## src/afp_pkg.sv

```systemverilog
`default_nettype none
// ----------------------------------------------------------------------------
// afp_pkg: shared types and constants of the article file name parser
// Character codes, parse phases, field widths and digit decode helpers.
// ----------------------------------------------------------------------------
package afp_pkg;

   localparam int CH_W    = 8;
   localparam int ID_W    = 48;
   localparam int ACC_W   = 32;
   localparam int HEX_W   = 12;
   localparam int TYPE_SHIFT = 44;

   localparam logic [CH_W-1:0] CHAR_M   = 8'h4d;
   localparam logic [CH_W-1:0] CHAR_G   = 8'h47;
   localparam logic [CH_W-1:0] CHAR_A   = 8'h41;
   localparam logic [CH_W-1:0] CHAR_DOT = 8'h2e;
   localparam logic [CH_W-1:0] CHAR_0   = 8'h30;
   localparam logic [CH_W-1:0] CHAR_9   = 8'h39;
   localparam logic [CH_W-1:0] CHAR_LA  = 8'h61;
   localparam logic [CH_W-1:0] CHAR_LF  = 8'h66;
   localparam logic [CH_W-1:0] CHAR_UF  = 8'h46;

   localparam logic [ACC_W-1:0] SAT32 = '1;

   typedef enum logic [2:0] {
      PH_TYPE     = 3'd0,
      PH_DOT1     = 3'd1,
      PH_DEC      = 3'd2,
      PH_LETTER_A = 3'd3,
      PH_AFTER_A  = 3'd4,
      PH_HEX      = 3'd5,
      PH_TAIL     = 3'd6
   } phase_type;

   // decoded digit: valid flag and value
   typedef struct packed {
      logic       hit;
      logic [3:0] val;
   } digit_type;

   function automatic digit_type dec_digit(input logic [CH_W-1:0] c);
      digit_type d;
      logic [CH_W-1:0] diff;
      diff  = c - CHAR_0;
      d.hit = (c >= CHAR_0) && (c <= CHAR_9);
      d.val = diff[3:0];
      return d;
   endfunction

   function automatic digit_type hex_digit(input logic [CH_W-1:0] c);
      digit_type d;
      logic [CH_W-1:0] diff;
      d = dec_digit(c);
      if (!d.hit) begin
         if ((c >= CHAR_LA) && (c <= CHAR_LF)) begin
            diff  = c - CHAR_LA + 8'd10;
            d.hit = 1'b1;
            d.val = diff[3:0];
         end else if ((c >= CHAR_A) && (c <= CHAR_UF)) begin
            diff  = c - CHAR_A + 8'd10;
            d.hit = 1'b1;
            d.val = diff[3:0];
         end
      end
      return d;
   endfunction

endpackage
`default_nettype wire

```

## src/afp_req_if.sv

```systemverilog
`default_nettype none
// ----------------------------------------------------------------------------
// afp_req_if: character channel
// One character of a file name per beat, with an end-of-name flag.
// ----------------------------------------------------------------------------
interface afp_req_if;
   import afp_pkg::*;

   logic            valid;
   logic            ready;
   logic [CH_W-1:0] ch;
   logic            last;

   modport source (output valid, output ch, output last, input ready);
   modport sink   (input valid, input ch, input last, output ready);
endinterface
`default_nettype wire

```

## src/afp_rsp_if.sv

```systemverilog
`default_nettype none
// ----------------------------------------------------------------------------
// afp_rsp_if: identifier channel
// One packed identifier and its ok flag per beat.
// ----------------------------------------------------------------------------
interface afp_rsp_if;
   import afp_pkg::*;

   logic            valid;
   logic            ready;
   logic [ID_W-1:0] id;
   logic            ok;

   modport source (output valid, output id, output ok, input ready);
   modport sink   (input valid, input id, input ok, output ready);
endinterface
`default_nettype wire

```

## src/article_filename_id_parser_unit.sv

```systemverilog
`default_nettype none
// ----------------------------------------------------------------------------
// article_filename_id_parser_unit: file name to packed identifier
// Parses T.decimal.A[.hex] one character per beat, one identifier per name.
// ----------------------------------------------------------------------------
// Characters of a name such as "M.1234567890.A.1F3" arrive one per beat on
// req_if, the final one flagged by last. One beat leaves on rsp_if per name,
// carrying id = type<<44 | decimal<<12 | hex[11:0] with ok = 1, or id = 0 and
// ok = 0 for a malformed name. Type is 0 for 'M', 1 for 'G'. Both numbers
// saturate at 2^32-1; an empty digit run counts as 0; anything after the hex
// digits, or after "A" not followed by '.', is ignored. The block takes one
// character every cycle unless a final character waits for the result
// register. A character passes an input register, then the parse logic
// (a times-ten or times-sixteen accumulate with saturation, plus the phase
// update) into the state and result registers, from which the identifier
// is presented.
// The result register stalls only the final character of the next name;
// other characters keep flowing while a result waits.
// ----------------------------------------------------------------------------
module article_filename_id_parser_unit (
   input  wire logic  clock,
   input  wire logic  reset,
   afp_req_if.sink    req_if,
   afp_rsp_if.source  rsp_if
);
   import afp_pkg::*;

   // input register
   logic            s1_valid_ff, s1_valid_in;
   logic [CH_W-1:0] s1_ch_ff;
   logic            s1_last_ff;

   // parse state
   phase_type        phase_ff, phase_in;
   logic             kind_ff, kind_in;
   logic [ACC_W-1:0] dec_acc_ff, dec_acc_in;
   logic [ACC_W-1:0] hex_acc_ff, hex_acc_in;
   logic             failed_ff, failed_in;

   // result register
   logic            rsp_valid_ff, rsp_valid_in;
   logic [ID_W-1:0] rsp_id_ff, rsp_id_in;
   logic            rsp_ok_ff, rsp_ok_in;

   logic out_free;
   logic s1_fire;
   logic req_fire;

   // working values of the step
   digit_type        dd, hd;
   logic [ACC_W+3:0] dec_mac, hex_mac;
   phase_type        ph_n;
   logic             kind_n;
   logic [ACC_W-1:0] dec_n, hex_n;
   logic             fail_n;
   logic             good;

   // the result slot frees when empty or being drained this cycle
   assign out_free = !rsp_valid_ff || rsp_if.ready;
   // only the final beat of a name needs the result slot
   assign s1_fire  = s1_valid_ff && (!s1_last_ff || out_free);
   assign req_if.ready = !s1_valid_ff || s1_fire;
   assign req_fire = req_if.valid && req_if.ready;

   assign rsp_if.valid = rsp_valid_ff;
   assign rsp_if.id    = rsp_id_ff;
   assign rsp_if.ok    = rsp_ok_ff;

   assign s1_valid_in = req_fire ? 1'b1 : (s1_fire ? 1'b0 : s1_valid_ff);

   always_ff @(posedge clock) begin
      if (reset) begin
         s1_valid_ff <= 1'b0;
      end else begin
         s1_valid_ff <= s1_valid_in;
      end
      if (req_fire) begin
         s1_ch_ff   <= req_if.ch;
         s1_last_ff <= req_if.last;
      end
   end

   // one character of parsing
   always_comb begin
      dd = dec_digit(s1_ch_ff);
      hd = hex_digit(s1_ch_ff);
      // acc*10 + d and acc*16 + d, widened to catch overflow
      dec_mac = {1'b0, dec_acc_ff, 3'b000} + {3'b000, dec_acc_ff, 1'b0}
                + {32'd0, dd.val};
      hex_mac = {hex_acc_ff, 4'h0} + {32'd0, hd.val};

      ph_n   = phase_ff;
      kind_n = kind_ff;
      dec_n  = dec_acc_ff;
      hex_n  = hex_acc_ff;
      fail_n = failed_ff;

      if (!failed_ff) begin
         unique case (phase_ff)
            PH_TYPE: begin
               if (s1_ch_ff == CHAR_M) begin
                  kind_n = 1'b0;
                  ph_n   = PH_DOT1;
               end else if (s1_ch_ff == CHAR_G) begin
                  kind_n = 1'b1;
                  ph_n   = PH_DOT1;
               end else begin
                  fail_n = 1'b1;
               end
            end
            PH_DOT1: begin
               if (s1_ch_ff == CHAR_DOT) ph_n = PH_DEC;
               else fail_n = 1'b1;
            end
            PH_DEC: begin
               if (dd.hit) begin
                  dec_n = (dec_mac[ACC_W+3:ACC_W] != 4'd0) ? SAT32 : dec_mac[ACC_W-1:0];
               end else if (s1_ch_ff == CHAR_DOT) begin
                  ph_n = PH_LETTER_A;
               end else begin
                  fail_n = 1'b1;
               end
            end
            PH_LETTER_A: begin
               if (s1_ch_ff == CHAR_A) ph_n = PH_AFTER_A;
               else fail_n = 1'b1;
            end
            PH_AFTER_A: begin
               ph_n = (s1_ch_ff == CHAR_DOT) ? PH_HEX : PH_TAIL;
            end
            PH_HEX: begin
               if (hd.hit) begin
                  hex_n = (hex_mac[ACC_W+3:ACC_W] != 4'd0) ? SAT32 : hex_mac[ACC_W-1:0];
               end else begin
                  ph_n = PH_TAIL;
               end
            end
            PH_TAIL: begin
            end
            default: begin
               fail_n = 1'b1;
            end
         endcase
      end

      good = !fail_n && ((ph_n == PH_AFTER_A) || (ph_n == PH_HEX) || (ph_n == PH_TAIL));

      // state update: a finished name returns everything to reset values
      phase_in   = phase_ff;
      kind_in    = kind_ff;
      dec_acc_in = dec_acc_ff;
      hex_acc_in = hex_acc_ff;
      failed_in  = failed_ff;
      if (s1_fire) begin
         if (s1_last_ff) begin
            phase_in   = PH_TYPE;
            kind_in    = 1'b0;
            dec_acc_in = '0;
            hex_acc_in = '0;
            failed_in  = 1'b0;
         end else begin
            phase_in   = ph_n;
            kind_in    = kind_n;
            dec_acc_in = dec_n;
            hex_acc_in = hex_n;
            failed_in  = fail_n;
         end
      end

      // result slot
      rsp_valid_in = rsp_valid_ff && !rsp_if.ready;
      rsp_id_in    = rsp_id_ff;
      rsp_ok_in    = rsp_ok_ff;
      if (s1_fire && s1_last_ff) begin
         rsp_valid_in = 1'b1;
         rsp_ok_in    = good;
         rsp_id_in    = good ? ((ID_W'(kind_n) << TYPE_SHIFT)
                                | {4'h0, dec_n, hex_n[HEX_W-1:0]})
                             : '0;
      end
   end

   always_ff @(posedge clock) begin
      if (reset) begin
         phase_ff     <= PH_TYPE;
         kind_ff      <= 1'b0;
         dec_acc_ff   <= '0;
         hex_acc_ff   <= '0;
         failed_ff    <= 1'b0;
         rsp_valid_ff <= 1'b0;
      end else begin
         phase_ff     <= phase_in;
         kind_ff      <= kind_in;
         dec_acc_ff   <= dec_acc_in;
         hex_acc_ff   <= hex_acc_in;
         failed_ff    <= failed_in;
         rsp_valid_ff <= rsp_valid_in;
      end
      rsp_id_ff <= rsp_id_in;
      rsp_ok_ff <= rsp_ok_in;
   end

   // a finished name leaves the parser back at the start
   a_restart: assert property (@(posedge clock) disable iff (reset)
      (s1_fire && s1_last_ff) |=> (phase_ff == PH_TYPE) && !failed_ff
                                  && (dec_acc_ff == '0) && (hex_acc_ff == '0))
      else $error("parser state not cleared after final beat");

   // a malformed mark sticks until the name ends
   a_fail_sticky: assert property (@(posedge clock) disable iff (reset)
      (failed_ff && !(s1_fire && s1_last_ff)) |=> failed_ff)
      else $error("failed mark dropped mid-name");

   // a rejected name carries a zero identifier; type field above bit 44 is 0/1
   a_fail_zero: assert property (@(posedge clock) disable iff (reset)
      (rsp_valid_ff && !rsp_ok_ff) |-> (rsp_id_ff == '0))
      else $error("non-zero id on failed parse");

   a_type_range: assert property (@(posedge clock) disable iff (reset)
      rsp_valid_ff |-> (rsp_id_ff[ID_W-1:TYPE_SHIFT+1] == '0))
      else $error("type field out of range");

   // a final beat never overwrites an undelivered result
   a_no_overrun: assert property (@(posedge clock) disable iff (reset)
      (rsp_valid_ff && !rsp_if.ready) |=> $stable(rsp_id_ff) && $stable(rsp_ok_ff))
      else $error("pending result overwritten");

endmodule
`default_nettype wire

```

## src/flat_wrapper.sv

```systemverilog
// flat-port wrapper written by rule: the top's interface ports become plain ports
module article_filename_id_parser_unit_flat import afp_pkg::*;
  (clock, reset, req_if_valid, req_if_ch, req_if_last, req_if_ready, rsp_if_valid, rsp_if_id, rsp_if_ok, rsp_if_ready);
  afp_req_if req_if_i ();
  afp_rsp_if rsp_if_i ();
  input  wire logic clock;
  input  wire logic reset;
  input wire logic [$bits(req_if_i.valid)-1:0] req_if_valid;
  input wire logic [$bits(req_if_i.ch)-1:0] req_if_ch;
  input wire logic [$bits(req_if_i.last)-1:0] req_if_last;
  output wire logic [$bits(req_if_i.ready)-1:0] req_if_ready;
  output wire logic [$bits(rsp_if_i.valid)-1:0] rsp_if_valid;
  output wire logic [$bits(rsp_if_i.id)-1:0] rsp_if_id;
  output wire logic [$bits(rsp_if_i.ok)-1:0] rsp_if_ok;
  input wire logic [$bits(rsp_if_i.ready)-1:0] rsp_if_ready;
  assign req_if_i.valid = req_if_valid;
  assign req_if_i.ch = req_if_ch;
  assign req_if_i.last = req_if_last;
  assign req_if_ready = req_if_i.ready;
  assign rsp_if_valid = rsp_if_i.valid;
  assign rsp_if_id = rsp_if_i.id;
  assign rsp_if_ok = rsp_if_i.ok;
  assign rsp_if_i.ready = rsp_if_ready;
  article_filename_id_parser_unit u_core (.clock(clock), .reset(reset), .req_if(req_if_i), .rsp_if(rsp_if_i));
endmodule
```

## config.mk

```make
export PLATFORM = sky130hd
export DESIGN_NAME = article_filename_id_parser_unit_flat
export DESIGN_NICKNAME = d
export VERILOG_FILES = /design/src/afp_pkg.sv /design/src/afp_req_if.sv /design/src/afp_rsp_if.sv /design/src/article_filename_id_parser_unit.sv /design/src/flat_wrapper.sv
export SDC_FILE = /design/constraint.sdc
export NUM_CORES = 1
export LEC_CHECK = 0
export BUFFER_PORTS_ARGS = -buffer_cell sky130_fd_sc_hd__buf_2
export CORE_UTILIZATION = 40
export DETAILED_ROUTE_END_ITERATION = 16
export PLACE_DENSITY = 0.55
export SETUP_SLACK_MARGIN = 0.1
export SLEW_MARGIN = 20
export SYNTH_ARGS = -nofsm -noshare
export SYNTH_HDL_FRONTEND = slang
export SYNTH_SLANG_ARGS = --single-unit
export TNS_END_PERCENT = 20
```

## constraint.sdc

```tcl
create_clock -name clock -period 3.47 [get_ports clock]
set_input_delay 0 -clock clock [delete_from_list [all_inputs] [get_ports clock]]
set_output_delay 0 -clock clock [all_outputs]
set_load 0.02 [all_outputs]
```

==> flow_summary.ini <==
[synthesis]
synth-seq-area-share_pct = 39.1
netlist.area_leader.share_pct = 21.0
synth_area_sq_um = 7870
synth.top_cells.by_count = nor2_1 (148), o21ai_0 (82), a21oi_1 (77)
synth-seq-cells = 126
synthCells = 905
synth-edff-count = 55
yosysMostFrequentCell = nor2_1
synth_cell_types = 72
yosys.area.top_type = edfxtp_1
yosys_warnings = 0
syn_area_per_cell_sq_um = 8.69
synthTopCellsByArea = edfxtp_1 (21%), dfxtp_1 (18%), ha_1 (11%)
ys_async_sr_fraction_pct = 0
ys.flop_type = dfxtp_1

[detailed_routing]
firstDrtPassIters = 5
viasPerCell = 5.48
drc = 0
num_vias = 7054
drtIter0Drc = 387
ant_nets = 0
wl_um = 21800
wire_per_inst_um = 16.9

[critical_path]
cpMostUsedCell = ha_1
rrSetupSlack_ns = -0.002
critPathLaunchType = flip-flop
endpoint_kind = flip-flop
critical_path_cell_count = 13
reg2reg_depth = 13
crit_fanout = 8
critPathTopFamily = compound AO/OA/AOI/OAI gates
worstPathRequired_ns = 3.79
cp_slowest_cell = a211o_4
cp-startpoint = u_core.dec_acc_ff[12]$_SDFFE_PP0P_
endpoint = u_core.dec_acc_ff[18]$_SDFFE_PP0P_
critPathKind = flip-flop to flip-flop
r2r_end = u_core.dec_acc_ff[18]$_SDFFE_PP0P_
regToRegStartpoint = u_core.dec_acc_ff[12]$_SDFFE_PP0P_
arrival_ns = 3.79
slowest_delay_ns = 0.41
path_cells = ha_1 -> ha_1 -> buf_4 -> a41oi_1 -> o21ai_0 -> a211oi_1 -> a311oi_2 -> o32ai_2 -> o211ai_1 -> a211o_4 -> buf_12 -> a211oi_2 -> nor2_1
critPathBufInv = 2

[die]
die_h_um = 142
core-area_sq_um = 19000
initial_core_util_pct = 41.4
fp.dieArea_sq_um = 20200
io-pin-count = 64
die_w_um = 142
rows = 50

[global_routing]
grt.overflow.total = 0
grt_antenna_before_repair = 0
grt_pass1_vias = 6680
met3_usage_pct = 4.74
use_met2_pct = 35.1
busiest_layer = met2
grt_start_max_net_pins = 47
grt_usage_pct = 22.7
grt_pass1_wl_um = 35700
grt_use_met1_pct = 32.1

[clock_tree]
clock_latency_ns = 0.44
cts_root_buf = clkbuf_16
clk_pin_slew_ns = 0.06
htree_levels = 4
clock_sinks = 126
cts_buffer_depth = 2
cts_buffers = 17
cts_tree = yes

[place]
io_buffers = 60
gp_congestion = 0.902
hpwl_um = 15200
place_area_sq_um = 8810

[outcome]
status = finished with violations
failed_checks = negative setup slack

[sta]
setup_viol = 1
finalHoldViolCount = 0
finalCritPeriodShare_pct = 100
tightest_slew_ns = 1.02
finalSetupTns_ns = -0.00203
post-route-min-period_ns = 3.47
slew_viol_final = 0
rsz0062_at_grt = yes
fmax_mhz = 288
timing.final.ws_setup_ns = -0.00203
fin_skew_ns = 0.0112
slew_headroom_pct = 31.7

[hold_path]
hp-class = input pin to flip-flop

[finish]
synthToLayoutAreaGrowth_pct = 24.3
diodes = 0
drive_gt1_share_pct = 24.1
final_util_pct = 51.4
fin_nets = 1097
postLayoutCellArea_sq_um = 9780

[power_and_ir_drop]
clkPwrFrac_pct = 50.8
pwr-share-comb_pct = 4.7
ir_drop_mv = 0.371
netSwitchingPower_uw = 938
p_seq_share_pct = 44.5
internal_power_uw = 2620
powerDensity_nw_per_um2 = 364
power.leakage_uw = 0.00390
p_sw_share_pct = 26.4

[flow_run]
max_cap_violations = 0
[per-stage QoR]
step / hold WS [ns] / total power [uW] / std cells / setup WS (ns)
6_report: 0.157 / 3560 / 1288 / -0.00203
5_1_grt: 0.190 / 3680 / 1288 / -0.190
4_1_cts: 0.138 / 3590 / 1283 / 0.0249
3_5_place_dp: 0.179 / 1770 / 1232 / -0.0749
3_3_place_gp: 0.177 / 1770 / 1232 / -0.00926
2_1_floorplan: 0.0989 / 1710 / 907 / 0.132
[cells in the final DEF, fill, tap and decap left out, types with 13 or more instances in the layout]
cell         n
a211oi_1    15
inv_1       20
nand4_1     14
a21oi_1     75
ha_1        63
buf_2       60
a21o_1      14
xnor2_1     20
clkbuf_16   18
buf_4       78
dfxtp_1     58
o21ai_0     78
dfxtp_2     13
nor3_1      13
edfxtp_1    55
nand2_1     72
nor2_1     146
a211oi_2    17
[layer usage]
metal | part of all wire [%] | vias to the layer above
li1 | - | 3529
met5 | 0 | -
met3 | 4.6 | 23
met1 | 49 | 3324
met4 | 1.3 | 0
met2 | 45 | 178
[flip-flops by register name, indices dropped and copies added (netlist names)]
signal               flops
u_core.s1_last_ff        1
u_core.phase_ff          3
u_core.rsp_if.ok         1
u_core.kind_ff           1
u_core.failed_ff         1
u_core.s1_valid_ff       1
u_core.dec_acc_ff       32
u_core.rsp_if.id        45
u_core.hex_acc_ff       32
u_core.rsp_if.valid      1
u_core.s1_ch_ff          8
[worst register-to-register path, cell delays in order (launching register included)]
cell,delay [ns]
dfxtp_2,0.35
ha_1,0.30
ha_1,0.31
buf_4,0.17
a41oi_1,0.15
o21ai_0,0.22
a211oi_1,0.33
a311oi_2,0.16
o32ai_2,0.32
o211ai_1,0.22
a211o_4,0.41
buf_12,0.16
a211oi_2,0.19
nor2_1,0.06
[repair_timing]
action | CTS | global route
endpoints found under the setup margin | 30 | 34
gates resized for setup | 12 | 33
hold buffers | 12 | 0
buffers inserted | 5 | 5
pin swaps | 14 | 30
endpoints found under the hold margin | 11 | 0
cloned | 2 | 0
[cells by family (layout without fill, tap and decap cells)]
group / Yosys count / after routing / synth area share [%]
xor+xnor: 27 / 27 / 3.01
mux: 2 / 2 / 0.270
fa+ha+maj: 69 / 69 / 11.2
flops: 126 / 126 / 39.1
compound gates: 291 / 293 / 24.8
simple gates: 302 / 302 / 16.9
other cells: 1 / 3 / 0.0477
buf+inv: 87 / 206 / 4.74
[worst min-delay path by stage]
stage / endpoint / startpoint / slack (ns) / cells after the start
after floorplan: u_core.s1_ch_ff[0]$_DFFE_PP_ / req_if_ch[0] / 0.1 / 0
after global placement: u_core.s1_ch_ff[6]$_DFFE_PP_ / req_if_ch[6] / 0.18 / 1
after detailed placement: u_core.s1_ch_ff[6]$_DFFE_PP_ / req_if_ch[6] / 0.18 / 1
after CTS: u_core.hex_acc_ff[0]$_SDFFE_PP0P_ / reset / 0.14 / 2
after global routing: u_core.hex_acc_ff[3]$_SDFFE_PP0P_ / reset / 0.19 / 2
final: u_core.hex_acc_ff[2]$_SDFFE_PP0P_ / reset / 0.16 / 2
[area by class of cell]
type                    instances  area, sq um
flip-flops and latches        126         3090
well taps                     260          325
multi-input cells             696         4630
inverters                      21         78.8
clock inverters                14          140
fillers                      1855         9240
clock buffers                  18          450
repair buffers                153         1070
[power by group through the flow]
stage,Clock [uW],Sequential [uW],Combinational [uW]
5_1_grt,1910,1590,183
6_report,1810,1580,167
3_3_place_gp,0,1620,154
3_5_place_dp,0,1620,154
4_1_cts,1840,1580,165
2_1_floorplan,0,1630,78.1
No activity file was read; power rests on OpenSTA's default activity.
